$ cat config.mk
export PLATFORM = sky130hd
export DESIGN_NAME = text_console_cursor_engine_core_flat
export DESIGN_NICKNAME = d
export VERILOG_FILES = /design/src/rtl/tcce_pkg.sv /design/src/rtl/tcce_if.sv /design/src/rtl/tcce_cursor_step.sv /design/src/rtl/text_console_cursor_engine_core.sv /design/src/flat_wrapper.sv
export SDC_FILE = /design/constraint.sdc
export NUM_CORES = 1
export LEC_CHECK = 0
export BUFFER_PORTS_ARGS = -buffer_cell sky130_fd_sc_hd__buf_2
export CELL_PAD_IN_SITES_DETAIL_PLACEMENT = 1
export CELL_PAD_IN_SITES_GLOBAL_PLACEMENT = 2
export CORE_MARGIN = 3
export CORE_UTILIZATION = 39
export CTS_CLUSTER_DIAMETER = 50
export CTS_CLUSTER_SIZE = 40
export DETAILED_ROUTE_END_ITERATION = 12
export GPL_TIMING_DRIVEN = 0
export PLACE_DENSITY_LB_ADDON = 0.1
export SLEW_MARGIN = 30
export SYNTH_ARGS = -nofsm -noshare
export SYNTH_HDL_FRONTEND = slang
export SYNTH_SLANG_ARGS = --single-unit
$ cat constraint.sdc
create_clock -name i_clk -period 6.8 [get_ports i_clk]
set_input_delay 0.68 -clock i_clk [delete_from_list [all_inputs] [get_ports i_clk]]
set_output_delay 0.68 -clock i_clk [all_outputs]
set_load 0.02 [all_outputs]
$ cat src/rtl/tcce_pkg.sv
`default_nettype none

package tcce_pkg;

    // Field widths
    localparam int CODE_W     = 8;
    localparam int POS_W      = 8;
    localparam int CFG_IDX_W  = 8;
    localparam int CFG_DATA_W = 8;

    // Default tab stop spacing
    localparam int TAB_WIDTH_DEF = 8;

    // Control characters
    localparam logic [CODE_W-1:0] CHAR_TAB     = 8'd9;
    localparam logic [CODE_W-1:0] CHAR_NEWLINE = 8'd10;
    localparam logic [CODE_W-1:0] CHAR_RETURN  = 8'd13;

    // Screen size after reset
    localparam logic [POS_W-1:0] ROWS_RESET = 8'd25;
    localparam logic [POS_W-1:0] COLS_RESET = 8'd80;

    // Configuration register map
    typedef enum logic [CFG_IDX_W-1:0] {
        REG_SCREEN_ROWS    = 8'd0,
        REG_SCREEN_COLUMNS = 8'd1
    } t_reg_index;

    typedef struct packed {
        logic [POS_W-1:0] row;
        logic [POS_W-1:0] col;
    } t_cursor;

    typedef struct packed {
        logic              write_valid;
        logic [POS_W-1:0]  write_row;
        logic [POS_W-1:0]  write_col;
        logic [CODE_W-1:0] write_glyph;
        logic              scroll_up;
        logic [POS_W-1:0]  cursor_row;
        logic [POS_W-1:0]  cursor_col;
    } t_result;

endpackage

`default_nettype wire

$ cat src/rtl/tcce_if.sv
`default_nettype none

// Character request channel
interface tcce_char_if import tcce_pkg::*; ();
    logic              valid;
    logic              ready;
    logic [CODE_W-1:0] char_code;

    modport source (output valid, output char_code, input ready);
    modport sink   (input valid, input char_code, output ready);
endinterface

// Result channel
interface tcce_result_if import tcce_pkg::*; ();
    logic              valid;
    logic              ready;
    logic              write_valid;
    logic [POS_W-1:0]  write_row;
    logic [POS_W-1:0]  write_col;
    logic [CODE_W-1:0] write_glyph;
    logic              scroll_up;
    logic [POS_W-1:0]  cursor_row;
    logic [POS_W-1:0]  cursor_col;

    modport source (output valid, output write_valid, output write_row, output write_col,
                    output write_glyph, output scroll_up, output cursor_row,
                    output cursor_col, input ready);
    modport sink   (input valid, input write_valid, input write_row, input write_col,
                    input write_glyph, input scroll_up, input cursor_row,
                    input cursor_col, output ready);
endinterface

// Configuration write channel
interface tcce_cfg_if import tcce_pkg::*; ();
    logic                  valid;
    logic                  ready;
    logic [CFG_IDX_W-1:0]  reg_index;
    logic [CFG_DATA_W-1:0] write_data;

    modport source (output valid, output reg_index, output write_data, input ready);
    modport sink   (input valid, input reg_index, input write_data, output ready);
endinterface

`default_nettype wire

$ cat src/rtl/tcce_cursor_step.sv
`default_nettype none

module tcce_cursor_step import tcce_pkg::*; #(
    parameter int TAB_WIDTH = TAB_WIDTH_DEF,
    parameter int PH_W      = 3
) (
    input  wire logic [CODE_W-1:0] i_code,
    input  wire t_cursor           i_cursor,
    input  wire logic [PH_W-1:0]   i_phase,
    input  wire logic [POS_W-1:0]  i_rows,
    input  wire logic [POS_W-1:0]  i_cols,
    output t_cursor                o_cursor,
    output logic [PH_W-1:0]        o_phase,
    output t_result                o_result
);

    localparam logic [POS_W-1:0] TAB_POS  = POS_W'(TAB_WIDTH);
    localparam logic [PH_W-1:0]  PH_LAST  = PH_W'(TAB_WIDTH - 1);

    logic [POS_W-1:0] w_eff_rows;
    logic [POS_W-1:0] w_eff_cols;
    logic [POS_W-1:0] w_last_row;
    logic             w_at_last;
    logic [POS_W-1:0] w_row_next;
    logic [POS_W:0]   w_col_inc;
    logic             w_col_wrap;
    logic [PH_W-1:0]  w_phase_inc;
    logic [POS_W:0]   w_tab_target;
    logic             w_tab_wrap;
    logic [POS_W:0]   w_tab_rem;

    // Clamp the screen size to its usable range
    assign w_eff_rows = (i_rows == '0) ? POS_W'(1) : i_rows;
    assign w_eff_cols = (i_cols < TAB_POS) ? TAB_POS : i_cols;
    assign w_last_row = w_eff_rows - POS_W'(1);

    // Next row, held on the last row when a scroll is due
    assign w_at_last  = (i_cursor.row >= w_last_row);
    assign w_row_next = w_at_last ? w_last_row : i_cursor.row + POS_W'(1);

    // One column forward
    assign w_col_inc   = {1'b0, i_cursor.col} + (POS_W+1)'(1);
    assign w_col_wrap  = (w_col_inc >= {1'b0, w_eff_cols});
    assign w_phase_inc = (i_phase == PH_LAST) ? '0 : i_phase + PH_W'(1);

    // Tab target; a tab wraps at most once since the row is at least a tab wide
    assign w_tab_target = {1'b0, i_cursor.col} + (POS_W+1)'(TAB_WIDTH)
                          - (POS_W+1)'(i_phase);
    assign w_tab_wrap   = (w_tab_target >= {1'b0, w_eff_cols});
    assign w_tab_rem    = w_tab_target - {1'b0, w_eff_cols};

    always_comb begin
        o_cursor             = i_cursor;
        o_phase              = i_phase;
        o_result.write_valid = 1'b0;
        o_result.write_row   = '0;
        o_result.write_col   = '0;
        o_result.write_glyph = '0;
        o_result.scroll_up   = 1'b0;

        unique case (i_code)
            CHAR_NEWLINE: begin
                o_cursor.row       = w_row_next;
                o_cursor.col       = '0;
                o_phase            = '0;
                o_result.scroll_up = w_at_last;
            end
            CHAR_RETURN: begin
                // leave the cursor where it is
            end
            CHAR_TAB: begin
                if (w_tab_wrap) begin
                    o_cursor.row       = w_row_next;
                    o_cursor.col       = w_tab_rem[POS_W-1:0];
                    o_phase            = w_tab_rem[PH_W-1:0];
                    o_result.scroll_up = w_at_last;
                end else begin
                    o_cursor.col = w_tab_target[POS_W-1:0];
                    o_phase      = '0;
                end
            end
            default: begin
                o_result.write_valid = 1'b1;
                o_result.write_row   = i_cursor.row;
                o_result.write_col   = i_cursor.col;
                o_result.write_glyph = i_code;
                if (w_col_wrap) begin
                    o_cursor.row       = w_row_next;
                    o_cursor.col       = '0;
                    o_phase            = '0;
                    o_result.scroll_up = w_at_last;
                end else begin
                    o_cursor.col = w_col_inc[POS_W-1:0];
                    o_phase      = w_phase_inc;
                end
            end
        endcase

        o_result.cursor_row = o_cursor.row;
        o_result.cursor_col = o_cursor.col;
    end

endmodule

`default_nettype wire

$ cat src/rtl/text_console_cursor_engine_core.sv
`default_nettype none

// Text console cursor engine: takes one character per request on i_char and returns one
// result per character on o_result, carrying the glyph write (cell row, column, code), a
// one-row scroll flag and the cursor after the character. Newline goes to column 0 of the
// next row, carriage return changes nothing, tab advances to the next tab stop, and any
// other code is written at the cursor before it advances; wrapping past the last row
// raises scroll_up and parks the cursor on the last row. The block accepts one character
// per clock. An accepted request lands in the input register, and its result is loaded
// into the result register once that register is free or being emptied, and is shown on
// o_result from there. The rate is set by the cursor and tab-phase registers, which are
// updated by combinational logic for every character. While a result waits, the input
// register holds its character and i_char.ready drops, so at most two characters are
// held inside the block. Writing the row or column count on i_cfg homes the cursor;
// writes to other indexes are dropped. Sizes reset to 25 rows by 80 columns.
module text_console_cursor_engine_core import tcce_pkg::*; #(
    parameter int TAB_WIDTH = TAB_WIDTH_DEF
) (
    input  wire logic  i_clk,
    input  wire logic  i_rst_n,
    tcce_char_if.sink      i_char,
    tcce_cfg_if.sink       i_cfg,
    tcce_result_if.source  o_result
);

    localparam int PH_W = (TAB_WIDTH > 1) ? $clog2(TAB_WIDTH) : 1;

    logic [POS_W-1:0]  r_rows;
    logic [POS_W-1:0]  r_cols;
    t_cursor           r_cursor;
    logic [PH_W-1:0]   r_phase;
    logic              r_s1_valid;
    logic [CODE_W-1:0] r_s1_code;
    logic              r_out_valid;
    t_result           r_out;

    t_cursor           n_cursor;
    logic [PH_W-1:0]   n_phase;
    t_result           n_out;

    logic w_out_free;
    logic w_adv;
    logic w_in_acc;
    logic w_cfg_wr;
    logic w_cfg_hit;

    // Handshakes
    assign w_out_free   = !r_out_valid || o_result.ready;
    assign w_adv        = r_s1_valid && w_out_free;
    assign i_char.ready = !r_s1_valid || w_adv;
    assign w_in_acc     = i_char.valid && i_char.ready;
    assign i_cfg.ready  = 1'b1;
    assign w_cfg_wr     = i_cfg.valid && i_cfg.ready;
    assign w_cfg_hit    = (i_cfg.reg_index == REG_SCREEN_ROWS)
                       || (i_cfg.reg_index == REG_SCREEN_COLUMNS);

    // Cursor update for the character in the input register
    tcce_cursor_step #(
        .TAB_WIDTH (TAB_WIDTH),
        .PH_W      (PH_W)
    ) u_step (
        .i_code   (r_s1_code),
        .i_cursor (r_cursor),
        .i_phase  (r_phase),
        .i_rows   (r_rows),
        .i_cols   (r_cols),
        .o_cursor (n_cursor),
        .o_phase  (n_phase),
        .o_result (n_out)
    );

    // Control state: sizes, cursor, stage valids
    always_ff @(posedge i_clk) begin
        if (!i_rst_n) begin
            r_rows      <= ROWS_RESET;
            r_cols      <= COLS_RESET;
            r_cursor    <= '0;
            r_phase     <= '0;
            r_s1_valid  <= 1'b0;
            r_out_valid <= 1'b0;
        end else begin
            if (w_cfg_wr && w_cfg_hit) begin
                if (i_cfg.reg_index == REG_SCREEN_ROWS) begin
                    r_rows <= i_cfg.write_data;
                end else begin
                    r_cols <= i_cfg.write_data;
                end
                r_cursor <= '0;
                r_phase  <= '0;
            end else if (w_adv) begin
                r_cursor <= n_cursor;
                r_phase  <= n_phase;
            end

            if (i_char.ready) begin
                r_s1_valid <= i_char.valid;
            end

            if (w_out_free) begin
                r_out_valid <= w_adv;
            end
        end
    end

    // Payload registers
    always_ff @(posedge i_clk) begin
        if (w_in_acc) begin
            r_s1_code <= i_char.char_code;
        end
        if (w_adv) begin
            r_out <= n_out;
        end
    end

    // Drive the result channel
    assign o_result.valid       = r_out_valid;
    assign o_result.write_valid = r_out.write_valid;
    assign o_result.write_row   = r_out.write_row;
    assign o_result.write_col   = r_out.write_col;
    assign o_result.write_glyph = r_out.write_glyph;
    assign o_result.scroll_up   = r_out.scroll_up;
    assign o_result.cursor_row  = r_out.cursor_row;
    assign o_result.cursor_col  = r_out.cursor_col;

    // Tab phase stays below the tab width
    a_phase_range: assert property (@(posedge i_clk) disable iff (!i_rst_n)
        r_phase < PH_W'(TAB_WIDTH - 1) || r_phase == PH_W'(TAB_WIDTH - 1))
        else $error("tab phase out of range");

    // A stalled input register keeps its character
    a_s1_hold: assert property (@(posedge i_clk) disable iff (!i_rst_n)
        r_s1_valid && !w_adv |=> r_s1_valid && $stable(r_s1_code))
        else $error("input register lost a stalled character");

    // Cursor moves only on a processed character or a size write
    a_cursor_hold: assert property (@(posedge i_clk) disable iff (!i_rst_n)
        !w_adv && !w_cfg_wr |=> $stable(r_cursor) && $stable(r_phase))
        else $error("cursor changed without a request");

    // Control characters never produce a glyph write
    a_no_ctrl_glyph: assert property (@(posedge i_clk) disable iff (!i_rst_n)
        r_out_valid && r_out.write_valid |->
            r_out.write_glyph != CHAR_NEWLINE && r_out.write_glyph != CHAR_RETURN
            && r_out.write_glyph != CHAR_TAB)
        else $error("control character written as glyph");

endmodule

`default_nettype wire

$ cat src/flat_wrapper.sv
// flat-port wrapper written by rule: the top's interface ports become plain ports
module text_console_cursor_engine_core_flat import tcce_pkg::*;
#(
    parameter int TAB_WIDTH = TAB_WIDTH_DEF
)
  (i_clk, i_rst_n, i_char_valid, i_char_char_code, i_char_ready, i_cfg_valid, i_cfg_reg_index, i_cfg_write_data, i_cfg_ready, o_result_valid, o_result_write_valid, o_result_write_row, o_result_write_col, o_result_write_glyph, o_result_scroll_up, o_result_cursor_row, o_result_cursor_col, o_result_ready);
  tcce_char_if i_char_i ();
  tcce_cfg_if i_cfg_i ();
  tcce_result_if o_result_i ();
  input  wire logic i_clk;
  input  wire logic i_rst_n;
  input wire logic [$bits(i_char_i.valid)-1:0] i_char_valid;
  input wire logic [$bits(i_char_i.char_code)-1:0] i_char_char_code;
  output wire logic [$bits(i_char_i.ready)-1:0] i_char_ready;
  input wire logic [$bits(i_cfg_i.valid)-1:0] i_cfg_valid;
  input wire logic [$bits(i_cfg_i.reg_index)-1:0] i_cfg_reg_index;
  input wire logic [$bits(i_cfg_i.write_data)-1:0] i_cfg_write_data;
  output wire logic [$bits(i_cfg_i.ready)-1:0] i_cfg_ready;
  output wire logic [$bits(o_result_i.valid)-1:0] o_result_valid;
  output wire logic [$bits(o_result_i.write_valid)-1:0] o_result_write_valid;
  output wire logic [$bits(o_result_i.write_row)-1:0] o_result_write_row;
  output wire logic [$bits(o_result_i.write_col)-1:0] o_result_write_col;
  output wire logic [$bits(o_result_i.write_glyph)-1:0] o_result_write_glyph;
  output wire logic [$bits(o_result_i.scroll_up)-1:0] o_result_scroll_up;
  output wire logic [$bits(o_result_i.cursor_row)-1:0] o_result_cursor_row;
  output wire logic [$bits(o_result_i.cursor_col)-1:0] o_result_cursor_col;
  input wire logic [$bits(o_result_i.ready)-1:0] o_result_ready;
  assign i_char_i.valid = i_char_valid;
  assign i_char_i.char_code = i_char_char_code;
  assign i_char_ready = i_char_i.ready;
  assign i_cfg_i.valid = i_cfg_valid;
  assign i_cfg_i.reg_index = i_cfg_reg_index;
  assign i_cfg_i.write_data = i_cfg_write_data;
  assign i_cfg_ready = i_cfg_i.ready;
  assign o_result_valid = o_result_i.valid;
  assign o_result_write_valid = o_result_i.write_valid;
  assign o_result_write_row = o_result_i.write_row;
  assign o_result_write_col = o_result_i.write_col;
  assign o_result_write_glyph = o_result_i.write_glyph;
  assign o_result_scroll_up = o_result_i.scroll_up;
  assign o_result_cursor_row = o_result_i.cursor_row;
  assign o_result_cursor_col = o_result_i.cursor_col;
  assign o_result_i.ready = o_result_ready;
  text_console_cursor_engine_core #(.TAB_WIDTH(TAB_WIDTH)) u_core (.i_clk(i_clk), .i_rst_n(i_rst_n), .i_char(i_char_i), .i_cfg(i_cfg_i), .o_result(o_result_i));
endmodule
==> impl_metrics.py, run 1 <==
metrics = {
    "power_and_ir_drop": {
        "p_int_uw": 970,
        "power.leakage_nw": 2.49,
        "ir_drop_mv": 0.145,
        "power_density_nw_per_um2": 229,
        "clockPowerShare_pct": 36.2,
        "p_sw_share_pct": 28.6,
        "p_sw_uw": 389,
        "pwr-share-seq_pct": 43.5,
        "power_frac_comb_pct": 20.2,
    },
    "clock_tree": {
        "post_cts_buffers": 0,
        "clk_latency_ns": 0.35,
        "htree_levels": 3,
        "clock_sinks": 87,
        "path_clk_slew_ns": 0.06,
        "holdBufCountCts": 0,
        "cts_resized": 0,
        "clockBufferDepth": 2,
        "cts_buffers": 9,
        "cts-root-buf": "clkbuf_16",
        "cts_tree": "done",
    },
    "final_layout": {
        "final_area_um2": 5940,
        "nets": 665,
        "syn2layout_area_growth_pct": 17.7,
        "drive_above_1_share_pct": 17.9,
        "final_util_pct": 48.3,
        "antennaDiodeCount": 0,
    },
    "yosys": {
        "netlist_area_um2": 5050,
        "ys_seq_area_share_pct": 44.4,
        "synth_fp_nets": 581,
        "synth_flop_cell": "edfxtp_1",
        "yosys.area.top_type_share_pct": 29.7,
        "yosysTopAreaCell": "edfxtp_1",
        "synth_cell_types": 55,
        "synth_top_family_by_area": "simple AND/OR/NAND/NOR gates",
        "synth_adder_area_share_pct": 10.9,
        "synth_compound_area_share_pct": 16.5,
        "synthMostInstantiatedCell": "edfxtp_1",
        "synth_mux_area_share_pct": 4.16,
        "synth_commonest_cells": "edfxtp_1, ha_1, nor2_1, dfxtp_1",
        "yosys-top-cells-area": "edfxtp_1, dfxtp_1, ha_1",
        "syn_avg_cell_area_um2": 9.90,
        "yosys_warnings": 0,
        "synth-simple-area-share_pct": 16.7,
        "synth_edf_count": 50,
        "async_flop_share_pct": 0,
        "synthXorXnorAreaFrac_pct": 3.30,
        "syn_inst": 510,
        "ys_ff_latch": 87,
    },
    "min_path": {
        "min_path_type": "input pin to flop",
        "min-delay-start": "i_char_char_code[6]",
    },
    "run_status": {
        "status": "completed",
    },
    "drt": {
        "wl_per_cell_um": 18.1,
        "vias": 4068,
        "drc": 0,
        "antenna_left": 0,
        "drt_iter0_drc": 171,
        "avgViaCountPerCell": 5.30,
        "wl_um": 13900,
        "firstDrtPassIters": 4,
    },
    "global_routing": {
        "grt_max_degree": 38,
        "grt_pass1_vias": 4214,
        "grt_pass1_wl_um": 22600,
        "track_usage_pct": 20.0,
        "grt.overflow.total": 0,
        "antenna_found_initial": 0,
    },
    "placement": {
        "gp_congestion": 0.846,
        "port_buffers": 72,
        "placed_area_um2": 5640,
        "hpwl_um": 10600,
    },
    "floorplanning": {
        "fp-row-count": 40,
        "floorplan.die.width_um": 120,
        "core_um2": 12300,
        "ios": 74,
        "initial_core_util_pct": 41.0,
        "die-height_um": 120,
        "dieArea_um2": 14300,
    },
    "timing": {
        "hold_ws_ns": 0.514,
        "hold_viol": 0,
        "fmax_mhz": 215,
        "finalSetupViolations": 0,
        "period_needed_ns": 4.65,
        "min_period_over_period_pct": 68.3,
        "slew_viol_final": 0,
        "tns_ns": 0,
        "slew_headroom_pct": 37.0,
        "worstMarginPinSlew_ns": 0.941,
        "fin_skew_ns": 0.00516,
        "rsz0062_at_grt": "false",
    },
    "worst_setup_path": {
        "arrival_ns": 4.88,
        "cp_max_fo": 10,
        "critical_path_class": "flop to flop",
        "cp_num_buf_inv": 5,
        "startpoint": "u_core.r_cursor[0]",
        "worstSetupStartpointType": "flop",
        "cp_data_required_time_ns": 7.04,
        "slowest_stage": "dfxtp_1",
        "critPathTopFamily": "compound AO/OA/AOI/OAI gates",
        "path_cells": "inv_1, ha_1, inv_1, ha_1, inv_1, fa_1, nand2b_1, a31oi_1, o21a_1, nor2_1, xnor2_1, ha_1, nand3_1, nor2_1, a21oi_1, o21ai_2, o311a_1, buf_2, nand2_1, buf_2, nor2_1, a32o_1",
        "slowest_delay_ns": 0.49,
        "crit_path_end_kind": "flop",
        "r2r_start": "u_core.r_cursor[0]",
    },
    "run": {
        "maxCapViolCount": 0,
    },
}
cells in the final DEF, fill, tap and decap left out, types with 3 or more instances in the layout:
master / netlist / layout
a22oi_1: 4 / 4
nor2_2: 3 / 3
a21o_1: 12 / 12
o21ai_0: 32 / 32
o22ai_1: 4 / 4
a21oi_1: 27 / 27
mux2i_1: 21 / 21
nor3_1: 9 / 9
o21ai_1: 3 / 3
or3_1: 5 / 5
nand2_1: 30 / 30
dfxtp_1: 37 / 37
o21a_1: 7 / 7
o211ai_1: 3 / 3
xnor2_1: 15 / 15
a32o_1: 3 / 3
o21bai_1: 3 / 3
buf_2: 4 / 76
edfxtp_1: 50 / 50
and2_1: 16 / 16
nand2b_1: 6 / 6
a22o_1: 3 / 3
nor4_1: 3 / 3
nor2b_1: 17 / 17
clkbuf_16: 0 / 9
inv_1: 32 / 32
o31ai_1: 6 / 6
nand3_1: 19 / 19
nor2_1: 39 / 39
a31oi_1: 5 / 5
clkbuf_1: 11 / 10
ha_1: 40 / 40
xor2_1: 4 / 4
and3_1: 7 / 7
per-layer routing:
metal  GRT usage, %  up-vias  share of wire [%]
met3           4.01        8                4.0
met1           27.1     1975                 47
li1               -     2011                  -
met2           33.2       74                 48
met4           4.29        0               0.92
met5              0        -                  0
sequential cells by signal, indices dropped and copies added, names as in the netlist, 3 cells and up:
register / flops
u_core.r_rows: 8
u_core.r_cols: 8
u_core.o_result.cursor_col: 8
u_core.o_result.write_row: 8
u_core.o_result.write_glyph: 8
u_core.r_cursor: 16
u_core.r_s1_code: 8
u_core.o_result.write_col: 8
u_core.o_result.cursor_row: 8
u_core.r_phase: 3
per-stage QoR:
stage | power [mW] | setup slack [ns] | instances
2_1_floorplan | 0.793 | 3.09 | 510
3_3_place_gp | 0.866 | 2.26 | 750
3_5_place_dp | 0.877 | 2.20 | 751
4_1_cts | 1.37 | 2.14 | 767
5_1_grt | 1.43 | 1.88 | 767
6_report | 1.36 | 2.15 | 767
power by group through the flow:
stage / clock [mW] / sequential, mW / combinational [mW]
floorplan: 0 / 0.616 / 0.176
global placement: 0 / 0.603 / 0.263
detailed placement: 0 / 0.603 / 0.274
CTS: 0.506 / 0.592 / 0.277
global route: 0.529 / 0.594 / 0.309
finish: 0.493 / 0.592 / 0.275
worst paths after layout:
path,slack (ns),endpoint,depth (start not counted)
max reg2reg,2.15,u_core.r_cursor[11],22
max,2.15,u_core.r_cursor[11],22
min,0.51,u_core.r_s1_code[6],1
min reg2reg,0.52,u_core.r_cols[6],2
area by class of cell:
class                           instances  area, um2
Sequential cell                        87       2240
Tap cell                              168        210
Timing Repair Buffer                   73        380
Multi-Input combinational cell        374       2620
Clock buffer                            9        225
Buffer                                 17       80.1
Fill cell                            1448       6370
Clock inverter                          7       71.3
Inverter                               32        120
cell families (layout without fill, tap and decap cells):
family	after synthesis	after routing
adder cells (fa/ha/maj)	43	43
AO/OA/AOI/OAI	126	126
flip-flops	87	87
XOR/XNOR	19	19
buffers and inverters	49	138
other	1	1
AND/OR/NAND/NOR	164	164
multiplexers	21	21
No activity file was read; power rests on OpenSTA's default activity.
==> run 2, diff against run 1 <==
CORE_UTILIZATION = 33   (was 39)
clock period = 3.8 ns   (was 6.8 ns; I/O delays follow)
==> impl_metrics.py, run 2 (synthesis results as in run 1) <==
metrics = {
    "global_routing": {
        "grt.overflow.total": 0,
        "grt_pass1_vias": 4312,
        "grt_max_degree": 47,
        "antenna_found_initial": 0,
        "track_usage_pct": 17.9,
        "grt_pass1_wl_um": 23400,
    },
    "drt": {
        "wl_per_cell_um": 18.1,
        "vias": 4177,
        "avgViaCountPerCell": 5.14,
        "drc": 0,
        "wl_um": 14700,
        "firstDrtPassIters": 4,
        "drt_iter0_drc": 241,
        "antenna_left": 0,
    },
    "final_layout": {
        "drive_above_1_share_pct": 29.6,
        "final_common_cell": "buf_2",
        "nets": 694,
        "fillCellCount": 1678,
        "antennaDiodeCount": 0,
        "mostFrequentLayoutCells": "buf_2, edfxtp_1, ha_1",
        "regMostFlops": "u_core.r_cursor",
        "syn2layout_area_growth_pct": 29.2,
        "largest_reg_flops": 16,
        "final_util_pct": 44.2,
    },
    "worst_setup_path": {
        "crit_path_end_kind": "flop",
        "worstSetupStartpointType": "flop",
        "arrival_ns": 3.85,
        "r2r_cells": 19,
        "r2r_end": "u_core.o_result.cursor_row[7]",
        "r2r_slack_ns": 0.03,
        "cp_max_fo": 4,
        "cp_data_required_time_ns": 3.88,
        "r2r_start": "u_core.r_phase[1]",
        "startpoint": "u_core.r_phase[1]",
        "critical_path_class": "flop to flop",
    },
    "timing": {
        "slew_headroom_pct": 43.0,
        "worstMarginPinSlew_ns": 0.852,
        "tns_ns": 0,
        "hold_viol": 0,
        "period_needed_ns": 3.77,
        "min_period_over_period_pct": 99.3,
        "fmax_mhz": 265,
        "finalSetupViolations": 0,
        "rsz0062_at_grt": "true",
        "slew_viol_final": 0,
        "fin_skew_ns": 0.00850,
    },
    "power_and_ir_drop": {
        "power_density_nw_per_um2": 402,
        "power.leakage_nw": 2.72,
        "ir_drop_mv": 0.198,
    },
    "clock_tree": {
        "clockBufferDepth": 2,
        "cts_tree": "done",
        "clock_sinks": 87,
        "cts-root-buf": "clkbuf_16",
        "holdBufCountCts": 0,
        "htree_levels": 3,
        "path_clk_slew_ns": 0.06,
        "clk_latency_ns": 0.35,
        "cts_buffers": 9,
    },
    "floorplanning": {
        "ios": 74,
        "fp-row-count": 44,
        "floorplan.die.width_um": 130,
        "die-height_um": 130,
        "core_um2": 14800,
        "dieArea_um2": 16800,
        "initial_core_util_pct": 34.2,
    },
    "min_path": {
        "holdPathEnd": "u_core.r_s1_code[6]",
        "min-delay-start": "i_char_char_code[6]",
        "min_path_type": "input pin to flop",
        "hold_depth": 1,
    },
    "placement": {
        "hpwl_um": 10700,
        "gp_congestion": 0.824,
        "port_buffers": 72,
    },
    "run": {
        "maxCapViolCount": 0,
    },
    "run_status": {
        "status": "completed",
    },
}
-- run 2: cell type report --
type	count	area (um2)	share of cell area (%)
Buffer	16	91.3	1.40
Clock buffer	9	225	3.45
Clock inverter	7	72.6	1.11
Inverter	32	120	1.84
Multi-Input combinational cell	374	2880	44.1
Sequential cell	87	2260	34.7
Tap cell	184	230	3.53
Timing Repair Buffer	103	642	9.84
-- run 2: worst max-delay path by stage --
stage                     slack (ns)                            end  cells past startpoint
after floorplan                 0.09            u_core.r_cursor[12]                     22
after global placement         -0.76            u_core.r_cursor[12]                     22
after detailed placement       -0.77            u_core.r_cursor[10]                     22
after CTS                      0.009  u_core.o_result.cursor_col[0]                     22
after global routing           -0.13  u_core.o_result.cursor_row[0]                     21
final                           0.03  u_core.o_result.cursor_row[7]                     19
-- run 2: worst max-delay path, cell delays in order, from the launching register on --
cell and delay, ns:
dfxtp_2 0.35, inv_2 0.05, ha_4 0.27, ha_4 0.14
inv_2 0.04, fa_2 0.35, nand2b_4 0.17, a31oi_4 0.18
o21a_1 0.16, nor2_2 0.05, xnor2_2 0.17, ha_1 0.29
nand3_2 0.10, nor2_2 0.05, a21oi_2 0.20, o21ai_4 0.11
buf_6 0.15, o311ai_4 0.38, clkbuf_16 0.23, o31ai_2 0.08
-- run 2: power by group --
part | switching [mW] | internal (mW) | total (mW)
Combinational | 0.366 | 0.302 | 0.668
Sequential | 0.0213 | 1.04 | 1.06
Clock | 0.385 | 0.510 | 0.895
-- run 2: repair_timing --
| item | CTS | global route |
|---|---|---|
| endpoints found under the setup margin | 36 | 36 |
| setup buffers | 16 | 11 |
| pin swaps | 11 | 27 |
| resized for setup | 26 | 55 |
| gates cloned | 2 | 1 |
-- run 2: per-stage QoR --
stage                     power (mW)  worst slack (ns)  std cells  cell area, um2  hold slack [ns]
after CTS                       2.57           0.00855        801            6220            0.194
after global routing            2.75            -0.128        812            6520            0.186
after detailed placement        1.57            -0.765        767            5660            0.504
after floorplan                 1.42            0.0935        510            5050            0.468
after global placement          1.55            -0.759        766            5640            0.502
final                           2.62            0.0261        812            6520            0.205
-- run 2: layer usage --
metal  share of wire, %  up-vias  global-route usage (%)  wire length, um
met3                3.7       16                    3.81              551
met5                  0        -                       0                0
li1                   -     2075                       -                -
met1                 48     2008                    24.6             7010
met2                 47       78                    28.7             6970
met4                1.4        0                    5.26              203
